**config.mk**
```make
export PLATFORM = sky130hd
export DESIGN_NAME = cascaded_biquad_bandpass
export DESIGN_NICKNAME = d
export VERILOG_FILES = /design/src/cbq_pkg.sv /design/src/cbq_ctrl.sv /design/src/cbq_datapath.sv /design/src/cascaded_biquad_bandpass.sv
export SDC_FILE = /design/constraint.sdc
export NUM_CORES = 2
export LEC_CHECK = 0
export ABC_AREA = 1
export BUFFER_PORTS_ARGS = -buffer_cell sky130_fd_sc_hd__buf_2
export CELL_PAD_IN_SITES_DETAIL_PLACEMENT = 1
export CELL_PAD_IN_SITES_GLOBAL_PLACEMENT = 1
export CORE_MARGIN = 1.5
export CORE_UTILIZATION = 50
export CTS_CLUSTER_DIAMETER = 200
export CTS_CLUSTER_SIZE = 25
export DETAILED_ROUTE_END_ITERATION = 10
export GPL_TIMING_DRIVEN = 0
export HOLD_SLACK_MARGIN = 0.12
export PLACE_DENSITY = 0.84
export SLEW_MARGIN = 20
export SYNTH_ARGS = -nofsm -noshare
export SYNTH_HDL_FRONTEND = slang
export SYNTH_SLANG_ARGS = --single-unit
```
**constraint.sdc**
```tcl
create_clock -name clk -period 18.36 [get_ports clk]
set_input_delay 2.754 -clock clk [delete_from_list [all_inputs] [get_ports clk]]
set_output_delay 2.754 -clock clk [all_outputs]
set_load 0.005 [all_outputs]
```
**src/cbq_pkg.sv**
```systemverilog
// Shared types, constants and coefficient table for the cascaded biquad bandpass.
// No dependencies; used by the controller, the datapath and the top level.
`timescale 1ns / 1ps
`default_nettype none

package cbq_pkg;

    // default datapath sizes
    localparam int SIGNAL_WIDTH_DEF   = 40;
    localparam int COEF_FRAC_BITS_DEF = 28;

    // fixed sample formats
    localparam int SAMPLE_W    = 16;
    localparam int SAMPLE_FRAC = 15;
    // 32767 = 2^15 - 1, applied as a shift and a subtract
    localparam int OUT_SHIFT   = 15;

    // filter structure
    localparam int NUM_STAGES = 3;
    localparam int NUM_TAPS   = 5;
    localparam int TAP_W      = 3;
    localparam int STAGE_W    = 2;
    localparam int STEP_W     = 4;

    // tap codes: current input, two past inputs, two past outputs
    localparam logic [TAP_W-1:0] TAP_X0 = 3'd0;
    localparam logic [TAP_W-1:0] TAP_X1 = 3'd1;
    localparam logic [TAP_W-1:0] TAP_X2 = 3'd2;
    localparam logic [TAP_W-1:0] TAP_Y1 = 3'd3;
    localparam logic [TAP_W-1:0] TAP_Y2 = 3'd4;

    // two partial products per tap
    localparam logic [STEP_W-1:0]  LAST_STEP  = STEP_W'(2 * NUM_TAPS - 1);
    localparam logic [STAGE_W-1:0] LAST_STAGE = STAGE_W'(NUM_STAGES - 1);

    // b0, b1, b2, -a1, -a2 per stage at 30 fraction bits
    localparam longint COEF_Q30 [NUM_STAGES][NUM_TAPS] = '{
        '{ 64'sd316700452,  64'sd0,          -64'sd316700452,
           64'sd659112381,  64'sd61373652 },
        '{ 64'sd1073741824, 64'sd2147483648,  64'sd1073741824,
          -64'sd1067956826, -64'sd649665558 },
        '{ 64'sd1073741824, -64'sd2147483648, 64'sd1073741824,
           64'sd1977250901, -64'sd945424200 }
    };

    // coefficient reduced to frac fraction bits, half rounds up
    function automatic longint coef_at(logic [STAGE_W-1:0] st, logic [TAP_W-1:0] k,
                                       int frac);
        longint c;
        c = 0;
        if (st < STAGE_W'(NUM_STAGES) && k < TAP_W'(NUM_TAPS))
        begin
            c = COEF_Q30[st][k];
        end
        return (2 * c + (64'sd1 <<< (30 - frac))) >>> (31 - frac);
    endfunction

    // commands from the controller to the datapath
    typedef struct packed {
        logic               load;
        logic               issue;
        logic [TAP_W-1:0]   tap;
        logic               half;
        logic [STAGE_W-1:0] stage;
        logic               fin;
        logic               clamp;
        logic               out_load;
        logic               clear_hist;
    } cbq_cmd_t;

    // status from the datapath to the controller
    typedef struct packed {
        logic last_held;
    } cbq_stat_t;

endpackage

`default_nettype wire

```
**src/cbq_ctrl.sv**
```systemverilog
// Sequencer for the biquad cascade: steps taps, stages, output clamp and hand-off.
// Depends on cbq_pkg for the command and status structs and sequence limits.
`timescale 1ns / 1ps
`default_nettype none

module cbq_ctrl
(
    input  wire logic              clk,
    input  wire logic              rst_n,
    input  wire logic              in_valid,
    output logic                   in_stall,
    output logic                   out_valid,
    input  wire logic              out_stall,
    output cbq_pkg::cbq_cmd_t      cmd,
    input  wire cbq_pkg::cbq_stat_t stat
);

    typedef enum logic [5:0] {
        ST_IDLE  = 6'b000001,
        ST_MAC   = 6'b000010,
        ST_DRAIN = 6'b000100,
        ST_FIN   = 6'b001000,
        ST_CLAMP = 6'b010000,
        ST_OUT   = 6'b100000
    } state_t;

    state_t                          state_reg, state_next;
    logic [cbq_pkg::STEP_W-1:0]      step_reg, step_next;
    logic [cbq_pkg::STAGE_W-1:0]     stage_reg, stage_next;
    logic                            out_valid_reg, out_valid_next;

    // next state and commands
    always_comb
    begin
        state_next     = state_reg;
        step_next      = step_reg;
        stage_next     = stage_reg;
        out_valid_next = out_valid_reg && out_stall;
        cmd            = '0;
        cmd.stage      = stage_reg;
        cmd.tap        = step_reg[cbq_pkg::STEP_W-1:1];
        cmd.half       = step_reg[0];
        case (state_reg)
            ST_IDLE:
            begin
                if (in_valid)
                begin
                    cmd.load   = 1'b1;
                    step_next  = '0;
                    stage_next = '0;
                    state_next = ST_MAC;
                end
            end
            ST_MAC:
            begin
                cmd.issue = 1'b1;
                if (step_reg == cbq_pkg::LAST_STEP)
                begin
                    state_next = ST_DRAIN;
                end
                else
                begin
                    step_next = step_reg + 1'b1;
                end
            end
            ST_DRAIN:
            begin
                state_next = ST_FIN;
            end
            ST_FIN:
            begin
                cmd.fin = 1'b1;
                if (stage_reg == cbq_pkg::LAST_STAGE)
                begin
                    state_next = ST_CLAMP;
                end
                else
                begin
                    stage_next = stage_reg + 1'b1;
                    step_next  = '0;
                    state_next = ST_MAC;
                end
            end
            ST_CLAMP:
            begin
                cmd.clamp  = 1'b1;
                state_next = ST_OUT;
            end
            ST_OUT:
            begin
                // wait until the output register is free
                if (!out_valid_reg || !out_stall)
                begin
                    cmd.out_load   = 1'b1;
                    cmd.clear_hist = stat.last_held;
                    out_valid_next = 1'b1;
                    state_next     = ST_IDLE;
                end
            end
            default:
            begin
                state_next = ST_IDLE;
            end
        endcase
    end

    // control registers
    always_ff @(posedge clk or negedge rst_n)
    begin
        if (!rst_n)
        begin
            state_reg     <= ST_IDLE;
            step_reg      <= '0;
            stage_reg     <= '0;
            out_valid_reg <= 1'b0;
        end
        else
        begin
            state_reg     <= state_next;
            step_reg      <= step_next;
            stage_reg     <= stage_next;
            out_valid_reg <= out_valid_next;
        end
    end

    assign in_stall  = (state_reg != ST_IDLE);
    assign out_valid = out_valid_reg;

endmodule

`default_nettype wire

```
**src/cbq_datapath.sv**
```systemverilog
// Datapath: filter history, shared multiplier, accumulator, stage rounding and output scaling.
// Depends on cbq_pkg for the coefficient table, tap codes and command struct.
`timescale 1ns / 1ps
`default_nettype none

module cbq_datapath
#(
    parameter int SIGNAL_WIDTH   = cbq_pkg::SIGNAL_WIDTH_DEF,
    parameter int COEF_FRAC_BITS = cbq_pkg::COEF_FRAC_BITS_DEF
)
(
    input  wire logic                           clk,
    input  wire logic                           rst_n,
    input  wire cbq_pkg::cbq_cmd_t              cmd,
    output cbq_pkg::cbq_stat_t                  stat,
    input  wire logic signed [cbq_pkg::SAMPLE_W-1:0] sample_in,
    input  wire logic                           last_of_clip,
    output logic signed [cbq_pkg::SAMPLE_W-1:0] sample_out
);

    localparam int W       = SIGNAL_WIDTH;
    localparam int F       = COEF_FRAC_BITS;
    localparam int COEF_W  = F + 3;
    localparam int LO_W    = W / 2;
    localparam int HI_W    = W - LO_W;
    localparam int MUL_A_W = HI_W + 1;
    localparam int PROD_W  = MUL_A_W + COEF_W;
    localparam int ACC_W   = W + COEF_W + 2;
    localparam int SH_W    = ACC_W - F;
    localparam int CL_W    = F + 2;
    localparam int P_W     = CL_W + cbq_pkg::OUT_SHIFT;
    localparam int IN_SHIFT = F - cbq_pkg::SAMPLE_FRAC;
    localparam int NS      = cbq_pkg::NUM_STAGES;

    localparam logic signed [ACC_W-1:0] ROUND_INIT = ACC_W'(1) << (F - 1);
    localparam logic signed [SH_W-1:0]  SAT_MAX    = SH_W'({(W - 1){1'b1}});
    localparam logic signed [SH_W-1:0]  SAT_MIN    = ~SAT_MAX;
    localparam logic signed [W-1:0]     ONE_W      = W'(1) << F;
    localparam logic signed [W-1:0]     NEG_ONE_W  = -ONE_W;
    localparam logic signed [P_W-1:0]   TRUNC_BIAS = (P_W'(1) << F) - P_W'(1);

    // history and working registers
    logic signed [W-1:0]      x1_reg [NS];
    logic signed [W-1:0]      x2_reg [NS];
    logic signed [W-1:0]      y1_reg [NS];
    logic signed [W-1:0]      y2_reg [NS];
    logic                     last_reg;
    logic signed [W-1:0]      cur_x_reg;
    logic signed [ACC_W-1:0]  acc_reg;
    logic signed [PROD_W-1:0] prod_reg;
    logic                     prod_valid_reg;
    logic                     prod_half_reg;
    logic signed [P_W-1:0]    p_reg;
    logic signed [cbq_pkg::SAMPLE_W-1:0] out_data_reg;

    logic signed [W-1:0]       hx1, hx2, hy1, hy2;
    logic signed [W-1:0]       operand;
    logic signed [MUL_A_W-1:0] mul_a;
    logic signed [COEF_W-1:0]  coef;
    logic signed [PROD_W-1:0]  prod;
    logic signed [ACC_W-1:0]   prod_ext;
    logic signed [ACC_W-1:0]   addend;
    logic signed [SH_W-1:0]    shifted;
    logic signed [W-1:0]       y_sat;
    logic signed [CL_W-1:0]    x_clamp;
    logic signed [P_W-1:0]     p_scaled;
    logic signed [P_W-1:0]     p_biased;
    logic signed [P_W-1:0]     p_trunc;
    logic signed [W-1:0]       x_in;

    // history of the active stage
    always_comb
    begin
        hx1 = '0;
        hx2 = '0;
        hy1 = '0;
        hy2 = '0;
        for (int s = 0; s < NS; s++)
        begin
            if (cmd.stage == cbq_pkg::STAGE_W'(s))
            begin
                hx1 = x1_reg[s];
                hx2 = x2_reg[s];
                hy1 = y1_reg[s];
                hy2 = y2_reg[s];
            end
        end
    end

    // operand select and split into low and high partial words
    always_comb
    begin
        case (cmd.tap)
            cbq_pkg::TAP_X0: operand = cur_x_reg;
            cbq_pkg::TAP_X1: operand = hx1;
            cbq_pkg::TAP_X2: operand = hx2;
            cbq_pkg::TAP_Y1: operand = hy1;
            cbq_pkg::TAP_Y2: operand = hy2;
            default:         operand = '0;
        endcase
        if (cmd.half)
        begin
            mul_a = {operand[W-1], operand[W-1:LO_W]};
        end
        else
        begin
            mul_a = {{(MUL_A_W - LO_W){1'b0}}, operand[LO_W-1:0]};
        end
        coef = COEF_W'(cbq_pkg::coef_at(cmd.stage, cmd.tap, F));
        prod = mul_a * coef;
    end

    // accumulate the registered partial product
    always_comb
    begin
        prod_ext = {{(ACC_W - PROD_W){prod_reg[PROD_W-1]}}, prod_reg};
        addend   = prod_half_reg ? (prod_ext <<< LO_W) : prod_ext;
    end

    // stage result: drop fraction bits, saturate to the signal range
    always_comb
    begin
        shifted = SH_W'(acc_reg >>> F);
        if (shifted > SAT_MAX)
        begin
            y_sat = W'(SAT_MAX);
        end
        else if (shifted < SAT_MIN)
        begin
            y_sat = W'(SAT_MIN);
        end
        else
        begin
            y_sat = W'(shifted);
        end
    end

    // clamp to plus or minus one and scale by 32767
    always_comb
    begin
        if (cur_x_reg > ONE_W)
        begin
            x_clamp = CL_W'(ONE_W);
        end
        else if (cur_x_reg < NEG_ONE_W)
        begin
            x_clamp = CL_W'(NEG_ONE_W);
        end
        else
        begin
            x_clamp = CL_W'(cur_x_reg);
        end
        p_scaled = {x_clamp, {cbq_pkg::OUT_SHIFT{1'b0}}}
                 - {{cbq_pkg::OUT_SHIFT{x_clamp[CL_W-1]}}, x_clamp};
    end

    // truncation toward zero
    always_comb
    begin
        p_biased = p_reg + (p_reg[P_W-1] ? TRUNC_BIAS : P_W'(0));
        p_trunc  = p_biased >>> F;
    end

    assign x_in = {{(W - cbq_pkg::SAMPLE_W){sample_in[cbq_pkg::SAMPLE_W-1]}}, sample_in}
                  <<< IN_SHIFT;

    // filter history and control flags
    always_ff @(posedge clk or negedge rst_n)
    begin
        if (!rst_n)
        begin
            for (int s = 0; s < NS; s++)
            begin
                x1_reg[s] <= '0;
                x2_reg[s] <= '0;
                y1_reg[s] <= '0;
                y2_reg[s] <= '0;
            end
            last_reg       <= 1'b0;
            prod_valid_reg <= 1'b0;
            prod_half_reg  <= 1'b0;
        end
        else
        begin
            prod_valid_reg <= cmd.issue;
            prod_half_reg  <= cmd.half;
            if (cmd.load)
            begin
                last_reg <= last_of_clip;
            end
            if (cmd.fin)
            begin
                for (int s = 0; s < NS; s++)
                begin
                    if (cmd.stage == cbq_pkg::STAGE_W'(s))
                    begin
                        x2_reg[s] <= x1_reg[s];
                        x1_reg[s] <= cur_x_reg;
                        y2_reg[s] <= y1_reg[s];
                        y1_reg[s] <= y_sat;
                    end
                end
            end
            if (cmd.out_load && cmd.clear_hist)
            begin
                for (int s = 0; s < NS; s++)
                begin
                    x1_reg[s] <= '0;
                    x2_reg[s] <= '0;
                    y1_reg[s] <= '0;
                    y2_reg[s] <= '0;
                end
            end
        end
    end

    // working registers
    always_ff @(posedge clk)
    begin
        if (cmd.issue)
        begin
            prod_reg <= prod;
        end
        if (cmd.load)
        begin
            cur_x_reg <= x_in;
            acc_reg   <= ROUND_INIT;
        end
        else if (cmd.fin)
        begin
            cur_x_reg <= y_sat;
            acc_reg   <= ROUND_INIT;
        end
        else if (prod_valid_reg)
        begin
            acc_reg <= acc_reg + addend;
        end
        if (cmd.clamp)
        begin
            p_reg <= p_scaled;
        end
        if (cmd.out_load)
        begin
            out_data_reg <= p_trunc[cbq_pkg::SAMPLE_W-1:0];
        end
    end

    assign stat.last_held = last_reg;
    assign sample_out     = out_data_reg;

endmodule

`default_nettype wire

```
**src/cascaded_biquad_bandpass.sv**
```systemverilog
// Three-stage biquad bandpass, 300-2700 Hz at 8 kHz, one shared multiplier.
// One sample is in work at a time: in_stall stays high until its result is loaded
// into the output register. Each stage runs five taps as two partial products
// through the shared multiplier, plus drain and write-back.
// Reset (rst_n low, asynchronous) clears filter history and all handshake state.
// Depends on cbq_pkg, cbq_ctrl and cbq_datapath.
`timescale 1ns / 1ps
`default_nettype none

module cascaded_biquad_bandpass
#(
    parameter int SIGNAL_WIDTH   = cbq_pkg::SIGNAL_WIDTH_DEF,
    parameter int COEF_FRAC_BITS = cbq_pkg::COEF_FRAC_BITS_DEF
)
(
    input  wire logic                           clk,
    input  wire logic                           rst_n,
    input  wire logic                           in_valid,
    output logic                                in_stall,
    input  wire logic signed [cbq_pkg::SAMPLE_W-1:0] sample_in,
    input  wire logic                           last_of_clip,
    output logic                                out_valid,
    input  wire logic                           out_stall,
    output logic signed [cbq_pkg::SAMPLE_W-1:0] sample_out
);

    cbq_pkg::cbq_cmd_t  cmd;
    cbq_pkg::cbq_stat_t stat;

    // sequencer
    cbq_ctrl u_ctrl
    (
        .clk       (clk),
        .rst_n     (rst_n),
        .in_valid  (in_valid),
        .in_stall  (in_stall),
        .out_valid (out_valid),
        .out_stall (out_stall),
        .cmd       (cmd),
        .stat      (stat)
    );

    // arithmetic and history
    cbq_datapath
    #(
        .SIGNAL_WIDTH   (SIGNAL_WIDTH),
        .COEF_FRAC_BITS (COEF_FRAC_BITS)
    )
    u_datapath
    (
        .clk          (clk),
        .rst_n        (rst_n),
        .cmd          (cmd),
        .stat         (stat),
        .sample_in    (sample_in),
        .last_of_clip (last_of_clip),
        .sample_out   (sample_out)
    );

endmodule

`default_nettype wire

```
==> out/results.ini <==
[setup_path]
critical_path.startpoint_type=flip-flop
worst_path_max_delay_cell=clkbuf_1
classification_of_the_worst_setup_path=flip-flop to flip-flop
worst-r2r-cell-count=30
critical_path.max_stage_delay_ns=0.99
reg2reg_from=u_ctrl.stage_reg[0]
worst_setup_path_end_kind=flip-flop
timing.critical_path.fanout_max=10
path_delay_family=adder cells
setup.reg_to_reg.worst_slack_ns=4.47
worstPathArrival_ns=14.31
timing.critical_path.buf_inv=11
cp.required_ns=18.77
cp_common_cell=inv_1
reg2reg_to=u_datapath.prod_reg[48]

[yosys]
mappedNetlistNets=9530
synth.yosys.seq_area_share_pct=27.97
asyncSetResetFlopFracSynth_pct=68.70
post_synth.cell_area_avg_um2=7.634
synth-edff-count=140
netlist_area_um2=65580
largest_family_of_logic_cells_by_synthesized_area=adder cells
synth-main-ff-cell=dfrtp_1
yosys_register_bits=722
synth-compound-area-share_pct=14.00
number_of_distinct_library_cells_after_synthesis=66
yosysWarnings=0
post_synth_xor_area_fraction_pct=1.549
netlist_instances=8590
yosys.area_share.simple_pct=20.03
synth_mux_area_share_pct=0
synth_adder_area_share_pct=24.98

[drt]
drt_first_iter_violations=10150
vias_per_cell=6.616
detailroute.via_count=69340
avgRoutedWirePerCell_um=34.29
drc_errors=0
tritonroute_pass_1_iters=7
wirelength_um=359400
ant_nets=0

[hold_path]
hold_path_depth=2
start_point_of_the_worst_hold_path=u_datapath.y1_reg[91]
min_to=u_datapath.y2_reg[91]
worstHoldPathType=flip-flop to flip-flop

[timing]
max_slew.worst_pin.slew_ns=1.405
setup_violating_endpoint_count_in_the_final_report=0
worst_clock_skew_ns=0.09377
rsz_0062_raised_after_global_routing=false
final.min_clock_period_ns=13.89
report.final.hold_viol_count=0
maxSlewViolCount=0
timing.setup.tns_ns=0
fmax_mhz=71.98
setup_ws_ns=4.467
fin_crit_share_pct=75.67
worst_slew_margin_rel_pct=6.306

[global_route]
via_count_of_the_first_global_routing_pass=71630
maximum_number_of_pins_on_one_net_before_global_route_repair=96
grt_overflow_total=0
wire_length_of_the_first_global_routing_pass_um=504900
gr-usage-all-layers_pct=53.79
antenna_found_initial=50

[outcome]
outcome=finished clean

[place]
dp_hpwl_um=277600
numPlacedInstances=10380
final_estimated_routing_congestion_in_global_placement=1.090
dp_worst_setup_slack_ns=5.670
portBuffers=38

[floorplanning]
die_h_um=365.2
placement_rows=132
io_pins=39
floorplan_die_area_um2=133300
dieWidth_um=365.2
floorplan.initialDensity_pct=50.52
floorplan.core_area_um2=129800

[cts]
clk_latency_ns=0.74
tritoncts_num_sinks=722
hold_buffers=0
clkTransAtPathRegs_ns=0.15
cts_max_level=2
post_cts_buffers=0
cts-root-to-sink-buffers=3
cts.root.buffer_cell=clkbuf_16
cts-buffers-inserted=35
ctsResizeCount=0
tritoncts_clock_tree=yes

[final_layout]
final-instance-count-excl-fill=10480
filler_cell_count=16400
area.growth.synth_to_final_pct=5.905
drive_gt1_share_pct=3.610
finalNetCount=9618

[run]
cap_violations=0

layout make-up:
cell class                      instances  area (um2)  area share (%)
Sequential cell                       722       18340           26.41
Buffer                                381        1657           2.385
Clock buffer                           51       935.9           1.348
Multi-Input combinational cell       5908       39740           57.22
Tap cell                             1742        2180           3.138
Inverter                             1579        5932           8.541
Antenna cell                           40       100.1          0.1441
Clock inverter                          6       81.33          0.1171
Timing Repair Buffer                   51       485.5          0.6990
worst min-delay path: cells and delay by family (launching register included):
kind	cells	cell delay, ns
flops	1	0.40
simple gates	2	0.16
synth_stat cells (86+ instances only):
| cell | number | share of area (%) |
|---|---|---|
| nand2_1 | 1826 | 10 |
| inv_1 | 1537 | 8.8 |
| o21ai_0 | 804 | 6.1 |
| nor2_1 | 793 | 4.5 |
| fa_1 | 650 | 20 |
| dfrtp_1 | 495 | 19 |
| a21oi_1 | 469 | 3.6 |
| nand3_1 | 449 | 3.4 |
| ha_1 | 269 | 5.1 |
| clkbuf_1 | 243 | 1.4 |
| edfxtp_1 | 140 | 6.4 |
| buf_2 | 92 | 0.70 |
| xor2_1 | 89 | 1.2 |
| dfxtp_1 | 86 | 2.6 |
per-stage QoR:
step | cell area, um2 | hold WS [ns] | util, %
5_1_grt | 69360 | 0.5061 | 53.43
3_5_place_dp | 68290 | 0.4547 | 52.60
6_report | 69450 | 0.4806 | 53.50
3_3_place_gp | 67950 | 0.4483 | 52.34
2_1_floorplan | 65580 | 0.4366 | -
4_1_cts | 69300 | 0.4794 | 53.39
worst max path at each step:
stage	start	to	slack, ns	cells past startpoint
2_1_floorplan	u_ctrl.stage_reg[1]	u_datapath.prod_reg[38]	10.36	35
3_5_place_dp	u_ctrl.stage_reg[0]	u_datapath.prod_reg[48]	5.67	30
6_report	u_ctrl.stage_reg[0]	u_datapath.prod_reg[48]	4.47	30
5_1_grt	u_ctrl.stage_reg[0]	u_datapath.prod_reg[48]	4.51	30
3_3_place_gp	rst_n	u_datapath.y1_reg[8]	4.04	1
4_1_cts	u_ctrl.stage_reg[0]	u_datapath.prod_reg[48]	5.61	30
cell usage in the layout (no fill, tap or decap), types with 86 or more instances in the layout:
| master | instances |
|---|---|
| a21oi_1 | 467 |
| buf_2 | 137 |
| clkbuf_1 | 221 |
| dfrtp_1 | 495 |
| dfxtp_1 | 86 |
| edfxtp_1 | 140 |
| fa_1 | 650 |
| ha_1 | 269 |
| inv_1 | 1536 |
| nand2_1 | 1826 |
| nand3_1 | 449 |
| nor2_1 | 791 |
| o21ai_0 | 802 |
| xor2_1 | 89 |
logic make-up (layout without fill, tap and decap cells):
group,count (synthesis),count (layout)
buffers and inverters,1960,2068
adders and majority gates,919,919
AOI/OAI and AO/OA,1645,1645
DFF,722,722
xor gates and xnor gates,116,116
other,0,40
and+or+nand+nor,3228,3228
layer usage:
layer	routed length [um]	track usage (%)
met1	121800	61.21
met2	145800	75.80
met3	51730	25.01
met4	39340	46.26
met5	644	2.179
Power is not shown: default switching activity piles up to over one toggle a cycle in this logic, so the estimate is an artifact.
